--- config.mk ---
export PLATFORM = sky130hd
export DESIGN_NAME = ubx_frame_parser
export DESIGN_NICKNAME = d
export VERILOG_FILES = /design/src/rtl/ubxfp_pkg.sv /design/src/rtl/ubxfp_front.sv /design/src/rtl/ubxfp_fifo.sv /design/src/rtl/ubxfp_back.sv /design/src/rtl/ubx_frame_parser.sv
export SDC_FILE = /design/constraint.sdc
export NUM_CORES = 1
export LEC_CHECK = 0
export ABC_AREA = 1
export BUFFER_PORTS_ARGS = -buffer_cell sky130_fd_sc_hd__clkbuf_2
export CORE_MARGIN = 2
export CORE_UTILIZATION = 45
export CTS_CLUSTER_SIZE = 20
export DETAILED_ROUTE_END_ITERATION = 7
export RECOVER_POWER = 50
export SETUP_SLACK_MARGIN = 0.5
export SYNTH_ARGS = -nofsm -noshare
export SYNTH_HDL_FRONTEND = slang
export SYNTH_SLANG_ARGS = --single-unit
--- constraint.sdc ---
create_clock -name clk -period 8.95 [get_ports clk]
set_input_delay 1.3425 -clock clk [delete_from_list [all_inputs] [get_ports clk]]
set_output_delay 1.3425 -clock clk [all_outputs]
set_load 0.05 [all_outputs]
--- src/rtl/ubxfp_pkg.sv ---
// ----------------------------------------------------------------------------
// ubxfp_pkg
// Shared types and constants for the UBX frame parser: register map,
// queue entry format between front and back, result kinds.
// ----------------------------------------------------------------------------
package ubxfp_pkg;

  // Configuration register map (byte address = 4 * index)
  localparam int ADDR_W = 4;
  localparam logic [1:0] REG_SYNC_FIRST  = 2'd0;
  localparam logic [1:0] REG_SYNC_SECOND = 2'd1;
  localparam logic [1:0] REG_MAX_LEN     = 2'd2;

  localparam logic [7:0]  SYNC_FIRST_RST  = 8'hB5;
  localparam logic [7:0]  SYNC_SECOND_RST = 8'h62;
  localparam logic [15:0] MAX_LEN_RST     = 16'd255;

  // Result kinds
  localparam logic [1:0] KIND_PAYLOAD = 2'd0;
  localparam logic [1:0] KIND_GOOD    = 2'd1;
  localparam logic [1:0] KIND_BAD     = 2'd2;

  // Queue between front and back
  localparam int QDEPTH = 4;
  localparam int QAW    = $clog2(QDEPTH);
  localparam int QCW    = $clog2(QDEPTH + 1);

  // Byte roles assigned by the front end
  typedef enum logic [2:0] {
    OP_CLASS = 3'd0,
    OP_ID    = 3'd1,
    OP_LENLO = 3'd2,
    OP_LENHI = 3'd3,
    OP_PAY   = 3'd4,
    OP_CKA   = 3'd5,
    OP_CKB   = 3'd6
  } op_t;

  typedef struct packed {
    op_t        op;
    logic [7:0] data;
  } qent_t;

  typedef struct packed {
    logic [7:0]  sync_first;
    logic [7:0]  sync_second;
    logic [15:0] max_len;
  } cfg_t;

  typedef struct packed {
    logic [1:0]  kind;
    logic [7:0]  data_byte;
    logic [15:0] byte_index;
    logic [7:0]  msg_class;
    logic [7:0]  msg_id;
    logic [15:0] frame_len;
  } res_t;

endpackage

--- src/rtl/ubxfp_front.sv ---
// ----------------------------------------------------------------------------
// ubxfp_front
// Sync hunt and framing: tags each byte of a frame with its role and pushes
// it to the queue. Hunt bytes produce no entry; a rejected frame's header bytes are still pushed.
// ----------------------------------------------------------------------------
module ubxfp_front (
  input  logic                clk,
  input  logic                rst,
  input  ubxfp_pkg::cfg_t     cfg,
  input  logic                accept,
  input  logic [7:0]          rx_byte,
  output logic                push,
  output ubxfp_pkg::qent_t    push_ent
);
  import ubxfp_pkg::*;

  typedef enum logic [8:0] {
    PH_HUNT1   = 9'b000000001,
    PH_HUNT2   = 9'b000000010,
    PH_CLASS   = 9'b000000100,
    PH_ID      = 9'b000001000,
    PH_LENLO   = 9'b000010000,
    PH_LENHI   = 9'b000100000,
    PH_PAYLOAD = 9'b001000000,
    PH_CKA     = 9'b010000000,
    PH_CKB     = 9'b100000000
  } phase_t;

  phase_t      phase, phase_next;
  logic [7:0]  len_lo, len_lo_next;
  logic [15:0] cur_len, cur_len_next;
  logic [15:0] pay_count, pay_count_next;
  logic [15:0] hdr_len;
  logic [15:0] count_inc;

  assign hdr_len   = {rx_byte, len_lo};
  assign count_inc = pay_count + 16'd1;

  always_comb begin
    phase_next     = phase;
    len_lo_next    = len_lo;
    cur_len_next   = cur_len;
    pay_count_next = pay_count;
    push           = 1'b0;
    push_ent.data  = rx_byte;
    push_ent.op    = OP_CLASS;
    if (accept) begin
      unique case (phase)
        PH_HUNT2: begin
          phase_next = (rx_byte == cfg.sync_second) ? PH_CLASS : PH_HUNT1;
        end
        PH_CLASS: begin
          push       = 1'b1;
          push_ent.op = OP_CLASS;
          phase_next = PH_ID;
        end
        PH_ID: begin
          push       = 1'b1;
          push_ent.op = OP_ID;
          phase_next = PH_LENLO;
        end
        PH_LENLO: begin
          push        = 1'b1;
          push_ent.op = OP_LENLO;
          len_lo_next = rx_byte;
          phase_next  = PH_LENHI;
        end
        PH_LENHI: begin
          push           = 1'b1;
          push_ent.op    = OP_LENHI;
          cur_len_next   = hdr_len;
          pay_count_next = '0;
          phase_next     = (hdr_len != '0 && hdr_len <= cfg.max_len) ? PH_PAYLOAD
                                                                      : PH_HUNT1;
        end
        PH_PAYLOAD: begin
          push           = 1'b1;
          push_ent.op    = OP_PAY;
          pay_count_next = count_inc;
          if (count_inc >= cur_len) begin
            phase_next = PH_CKA;
          end
        end
        PH_CKA: begin
          push        = 1'b1;
          push_ent.op = OP_CKA;
          phase_next  = PH_CKB;
        end
        PH_CKB: begin
          push        = 1'b1;
          push_ent.op = OP_CKB;
          phase_next  = PH_HUNT1;
        end
        default: begin
          phase_next = (rx_byte == cfg.sync_first) ? PH_HUNT2 : PH_HUNT1;
        end
      endcase
    end
  end

  always_ff @(posedge clk) begin
    if (rst) begin
      phase <= PH_HUNT1;
    end else begin
      phase <= phase_next;
    end
    len_lo    <= len_lo_next;
    cur_len   <= cur_len_next;
    pay_count <= pay_count_next;
  end

endmodule

--- src/rtl/ubxfp_fifo.sv ---
// ----------------------------------------------------------------------------
// ubxfp_fifo
// Short queue of tagged bytes between front and back.
// ----------------------------------------------------------------------------
module ubxfp_fifo (
  input  logic              clk,
  input  logic              rst,
  input  logic              push,
  input  ubxfp_pkg::qent_t  push_ent,
  output logic              full,
  input  logic              pop,
  output logic              not_empty,
  output ubxfp_pkg::qent_t  pop_ent
);
  import ubxfp_pkg::*;

  qent_t            mem [QDEPTH];
  logic [QAW-1:0]   wr_ptr;
  logic [QAW-1:0]   rd_ptr;
  logic [QCW-1:0]   count;
  logic             do_push;
  logic             do_pop;

  assign full      = (count == QCW'(QDEPTH));
  assign not_empty = (count != '0);
  assign do_push   = push && !full;
  assign do_pop    = pop && not_empty;
  assign pop_ent   = mem[rd_ptr];

  always_ff @(posedge clk) begin
    if (rst) begin
      wr_ptr <= '0;
      rd_ptr <= '0;
      count  <= '0;
    end else begin
      if (do_push) begin
        wr_ptr <= wr_ptr + QAW'(1);
      end
      if (do_pop) begin
        rd_ptr <= rd_ptr + QAW'(1);
      end
      unique case ({do_push, do_pop})
        2'b10:   count <= count + QCW'(1);
        2'b01:   count <= count - QCW'(1);
        default: count <= count;
      endcase
    end
    if (do_push) begin
      mem[wr_ptr] <= push_ent;
    end
  end

endmodule

--- src/rtl/ubxfp_back.sv ---
// ----------------------------------------------------------------------------
// ubxfp_back
// Checksum and result stage: runs the Fletcher sums over queued bytes,
// emits payload and frame-end results through an output register.
// ----------------------------------------------------------------------------
module ubxfp_back (
  input  logic              clk,
  input  logic              rst,
  input  logic              not_empty,
  input  ubxfp_pkg::qent_t  pop_ent,
  output logic              pop,
  output logic              out_valid,
  input  logic              out_ready,
  output ubxfp_pkg::res_t   out_res
);
  import ubxfp_pkg::*;

  logic [7:0]  cur_class;
  logic [7:0]  cur_id;
  logic [15:0] cur_len;
  logic [15:0] pay_count;
  logic [7:0]  got_ck_a;
  logic [7:0]  sum_a;
  logic [7:0]  sum_b;
  logic [7:0]  sum_a_add;
  logic [7:0]  sum_b_add;
  logic        emit;
  logic        slot_free;
  logic [7:0]  b;

  assign b         = pop_ent.data;
  assign slot_free = !out_valid || out_ready;
  assign pop       = not_empty && slot_free;
  assign sum_a_add = sum_a + b;
  assign sum_b_add = sum_b + sum_a_add;
  assign emit      = pop && (pop_ent.op == OP_PAY || pop_ent.op == OP_CKB);

  always_ff @(posedge clk) begin
    if (rst) begin
      out_valid <= 1'b0;
    end else if (slot_free) begin
      out_valid <= emit;
    end

    if (pop) begin
      unique case (pop_ent.op)
        OP_CLASS: begin
          cur_class <= b;
          sum_a     <= b;
          sum_b     <= b;
        end
        OP_ID: begin
          cur_id <= b;
          sum_a  <= sum_a_add;
          sum_b  <= sum_b_add;
        end
        OP_LENLO: begin
          cur_len <= {8'd0, b};
          sum_a   <= sum_a_add;
          sum_b   <= sum_b_add;
        end
        OP_LENHI: begin
          cur_len[15:8] <= b;
          pay_count     <= '0;
          sum_a         <= sum_a_add;
          sum_b         <= sum_b_add;
        end
        OP_PAY: begin
          sum_a              <= sum_a_add;
          sum_b              <= sum_b_add;
          pay_count          <= pay_count + 16'd1;
          out_res.kind       <= KIND_PAYLOAD;
          out_res.data_byte  <= b;
          out_res.byte_index <= pay_count;
          out_res.msg_class  <= cur_class;
          out_res.msg_id     <= cur_id;
          out_res.frame_len  <= cur_len;
        end
        OP_CKA: begin
          got_ck_a <= b;
        end
        OP_CKB: begin
          out_res.kind       <= (got_ck_a == sum_a && b == sum_b) ? KIND_GOOD : KIND_BAD;
          out_res.data_byte  <= '0;
          out_res.byte_index <= '0;
          out_res.msg_class  <= cur_class;
          out_res.msg_id     <= cur_id;
          out_res.frame_len  <= cur_len;
        end
        default: begin
          got_ck_a <= got_ck_a;
        end
      endcase
    end
  end

endmodule

--- src/rtl/ubx_frame_parser.sv ---
// ----------------------------------------------------------------------------
// ubx_frame_parser
// UBX-style frame parser with 8-bit Fletcher checksum, streaming payload out.
// ----------------------------------------------------------------------------
//
//  Channel   | Dir | Signals                         | Contents
//  ----------+-----+---------------------------------+---------------------------
//  byte in   | in  | s_tvalid s_tready s_tdata[7:0]  | rx_byte
//  result    | out | m_tvalid m_tready m_tdata m_tuser| payload byte or frame end
//  config    | in  | psel penable pwrite paddr pwdata| sync bytes, max length
//
//  One received byte is taken per cycle while the queue has room; each
//  transfer flows front -> queue -> back and, if it yields a result, reaches
//  m_tdata from the back stage's output register once its queue entry is popped.
//  Sustained rate is one byte per cycle while m_tready holds, set by the back stage.
//  rst is synchronous: framing returns to sync hunt, queue and output empty.
//  A stalled output holds the back stage; the front keeps taking bytes until
//  the 4-entry queue fills, then deasserts s_tready.
//
module ubx_frame_parser (
  input  logic        clk,
  input  logic        rst,
  // input stream
  input  logic        s_tvalid,
  output logic        s_tready,
  input  logic [7:0]  s_tdata,   // [7:0] rx_byte
  // result stream
  output logic        m_tvalid,
  input  logic        m_tready,
  output logic [55:0] m_tdata,   // [7:0] data_byte, [23:8] byte_index,
                                 // [31:24] msg_class, [39:32] msg_id,
                                 // [55:40] frame_len
  output logic [1:0]  m_tuser,   // [1:0] kind
  // configuration
  input  logic                          psel,
  input  logic                          penable,
  input  logic                          pwrite,
  input  logic [ubxfp_pkg::ADDR_W-1:0]  paddr,
  input  logic [31:0]                   pwdata,
  output logic [31:0]                   prdata,
  output logic                          pready
);
  import ubxfp_pkg::*;

  cfg_t       cfg;
  logic       cfg_wr;
  logic [1:0] reg_idx;

  logic       accept;
  logic       push;
  qent_t      push_ent;
  logic       q_full;
  logic       pop;
  logic       q_not_empty;
  qent_t      pop_ent;
  res_t       res;

  // Register file: decode by word index, writes complete in the access phase
  assign pready  = 1'b1;
  assign reg_idx = paddr[3:2];
  assign cfg_wr  = psel && penable && pwrite && pready;

  always_ff @(posedge clk) begin
    if (rst) begin
      cfg.sync_first  <= SYNC_FIRST_RST;
      cfg.sync_second <= SYNC_SECOND_RST;
      cfg.max_len     <= MAX_LEN_RST;
    end else if (cfg_wr) begin
      unique case (reg_idx)
        REG_SYNC_FIRST:  cfg.sync_first  <= pwdata[7:0];
        REG_SYNC_SECOND: cfg.sync_second <= pwdata[7:0];
        REG_MAX_LEN:     cfg.max_len     <= pwdata[15:0];
        default:         cfg.max_len     <= cfg.max_len;  // unmapped, ignored
      endcase
    end
  end

  always_comb begin
    unique case (reg_idx)
      REG_SYNC_FIRST:  prdata = {24'd0, cfg.sync_first};
      REG_SYNC_SECOND: prdata = {24'd0, cfg.sync_second};
      REG_MAX_LEN:     prdata = {16'd0, cfg.max_len};
      default:         prdata = '0;
    endcase
  end

  // Input side: front accepts whenever the queue has room
  assign s_tready = !q_full;
  assign accept   = s_tvalid && s_tready;

  ubxfp_front u_front (
    .clk      (clk),
    .rst      (rst),
    .cfg      (cfg),
    .accept   (accept),
    .rx_byte  (s_tdata),
    .push     (push),
    .push_ent (push_ent)
  );

  ubxfp_fifo u_fifo (
    .clk       (clk),
    .rst       (rst),
    .push      (push),
    .push_ent  (push_ent),
    .full      (q_full),
    .pop       (pop),
    .not_empty (q_not_empty),
    .pop_ent   (pop_ent)
  );

  ubxfp_back u_back (
    .clk       (clk),
    .rst       (rst),
    .not_empty (q_not_empty),
    .pop_ent   (pop_ent),
    .pop       (pop),
    .out_valid (m_tvalid),
    .out_ready (m_tready),
    .out_res   (res)
  );

  // Output packing
  assign m_tuser = res.kind;
  assign m_tdata = {res.frame_len, res.msg_id, res.msg_class, res.byte_index, res.data_byte};

endmodule

==> results.json <==
{
  "coreArea_um2": 27550,
  "overflow": 0,
  "synth.mux.area_fraction": 0,
  "startpoint_type": "primary input",
  "synth_xor_area_frac": 0.03211,
  "fp.dieH_um": 170.7,
  "synth_fa_ha_area_frac": 0.05882,
  "vias": 8452,
  "syn2layout_area_growth_pct": 14.42,
  "ctsHoldBuffers": 0,
  "initial_core_util": 0.4539,
  "drt_first_pass_iters": 5,
  "placed_area_um2": 13400,
  "rsz0062_at_grt": "false",
  "layout-drive-gt1-share": 0.1159,
  "wirelength_um": 24820,
  "slew_headroom": 0.2300,
  "synth.ff_latch_count": 265,
  "grt_pass1_vias": 8129,
  "status": "finished clean",
  "clockBufferDepth": 3,
  "ys_seq_area_frac": 0.5954,
  "synth_cell_types": 43,
  "hold_viol_final": 0,
  "slowest_delay_ns": 0.55,
  "yosysWarnings": 0,
  "clk_pin_slew_ns": 0.05,
  "grt_pass1_wl_um": 40540,
  "hold_start": "u_back.cur_len[9]$_SDFFCE_PP0P_",
  "diodes": 0,
  "end_kind": "output pin",
  "worst_path_max_delay_cell": "nor2_1",
  "tns_ns": 0,
  "yosys.area_share.simple": 0.1890,
  "cts-htree-levels": 1,
  "io_pins": 144,
  "max_freq_mhz": 250.8,
  "fin_crit_sh": 0.4455,
  "cts_setup_buffers": 0,
  "finClkSkew_ns": 0.02831,
  "synthesis.area_um2": 12510,
  "register_area_um2": 7447,
  "yosys.area.top_type": "edfxtp_1",
  "cap_violations": 0,
  "worst_pin_slew_ns": 1.151,
  "cp_data_arrival_time_ns": 2.64,
  "dieArea_um2": 29140,
  "min_period_ns": 3.987,
  "grt_max_degree": 60,
  "grt_use_total": 0.1737,
  "root_buffer": "clkbuf_16",
  "num_rows": 61,
  "nets": 1475,
  "ctsResizeCount": 0,
  "crit_path_cell_trace": "clkbuf_1 -> inv_1 -> nor2_1 -> nand2_1 -> o211ai_1 -> clkbuf_2",
  "io_buffers": 108,
  "synthCells": 1243,
  "wl_per_cell_um": 14.05,
  "final_util": 0.5194,
  "crit_type": "primary input to output pin",
  "synth_top_family_by_area": "simple AND/OR/NAND/NOR gates",
  "synth-compound-area-share": 0.05282,
  "vdd_drop_max_v": 0.0001997,
  "fill_cells": 2423,
  "final_max_slew_viol_count": 0,
  "required_ns": 7.61,
  "clock-sinks": 265,
  "multi_input_area_um2": 4192,
  "cts_tree": "done",
  "viasPerCell": 4.783,
  "cts_made_buffers": 28,
  "dieWidth_um": 170.7,
  "avgSynthCellArea_um2": 10.06,
  "p_leak_nw": 6.178,
  "hpwlAfterDp_um": 17150,
  "finalPower_mw": 5.213,
  "drc": 0,
  "antenna_found_initial": 0,
  "setup_viol": 0,
  "final_area_um2": 14310,
  "antenna_left": 0,
  "synth_top_area_share": 0.5138,
  "critPathLaunch": "paddr[2]",
  "p_per_area_nw_per_um2": 364.3,
  "crit_fanout": 9,
  "synthTopCellsByArea": "edfxtp_1 51%, nand2_1 8.3%, dfxtp_1 8.2%",
  "drt_iter0_markers": 574,
  "hold_class": "flop to flop",
  "gp_congestion": 0.8775,
  "clk_latency_ns": 0.55
}
-- registers in the layout (all words and copies together), names as in the netlist, 9 cells and up, named ones only --
signal,count
u_back.out_res,58
u_fifo.mem,44
cfg,32
u_back.cur_len,16
u_back.pay_count,16
u_front.cur_len,16
u_front.pay_count,16
u_front.phase,9
-- synthesized netlist by cell type (all sizes together) --
cell type  instances
a21o               4
o211ai            13
xnor2             25
conb               2
o21a               1
a21oi             52
o221ai             2
a31oi              4
nor2             127
clkbuf             8
edfxtp           214
dfxtp             51
or2               10
fa                 3
nand4             20
o31ai              1
and2               1
inv              171
clkinv             2
nand3             76
buf               28
nor3b              2
nand2            289
xor2              20
nor3              19
nor4               4
ha                54
o21ai             40
-- worst max-delay path, delay by kind of cell --
kind / cells / cell delay [ns]
AOI/OAI and AO/OA: 1 / 0.16
buffers and inverters: 3 / 0.49
and+or+nand+nor: 2 / 0.66
-- stage by stage --
stage	hold slack [ns]	setup slack, ns	cells
6_report	0.4169	4.963	1767
4_1_cts	0.4112	4.968	1767
5_1_grt	0.4197	4.645	1767
3_5_place_dp	0.4045	4.973	1715
2_1_floorplan	0.4003	4.254	1258
3_3_place_gp	0.4014	4.996	1715
-- report_power, final --
group | leakage (nW) | internal [mW] | switching, mW
sequential | 2.36 | 1.77 | 0.119
combinational | 3.34 | 0.613 | 1.47
clock | 0.479 | 0.767 | 0.474
total | 6.18 | 3.15 | 2.07
-- layout by cell type, fill, tap and decap left out, drive strengths merged --
master,n
a21o,4
a21oi,52
a31oi,4
and2,1
buf,4
bufinv,6
clkbuf,148
clkinv,8
clkinvlp,2
conb,17
dfxtp,51
edfxtp,214
fa,3
ha,54
inv,172
nand2,289
nand3,76
nand4,20
nor2,127
nor3,19
nor3b,2
nor4,4
o211ai,13
o21a,1
o21ai,40
o221ai,2
o31ai,1
or2,10
xnor2,25
xor2,20
-- path summary, 6_finish.rpt --
kind,depth (start not counted),slack [ns],to
worst max register to register,19,5.03,u_back.sum_b[7]$_DFFE_PP_
worst min register to register,0,0.42,u_back.out_res[9]$_DFFE_PP_
worst max-delay path,6,4.96,prdata[7]
worst min-delay path,0,0.42,u_back.out_res[9]$_DFFE_PP_
-- cells by family (layout without fill, tap and decap cells) --
kind of cell / after synthesis / count (layout)
other cells: 2 / 17
buf+inv: 209 / 340
fa+ha+maj: 57 / 57
flops: 265 / 265
simple gates: 548 / 548
xor+xnor: 45 / 45
compound gates: 117 / 117
-- per-layer routing --
metal	track usage	share of wire
met1	0.2376	0.47
met2	0.2913	0.47
met3	0.02730	0.043
met4	0.04088	0.018
met5	0	0
-- layout make-up --
type                            instances  area share
Tap cell                              378     0.03305
Timing Repair Buffer                  115     0.03847
Multi-Input combinational cell        784      0.2929
Sequential cell                       265      0.5204
Clock inverter                         15     0.01705
Inverter                              173     0.04538
Clock buffer                           37     0.05272
Power figures use the tool's default switching activity.
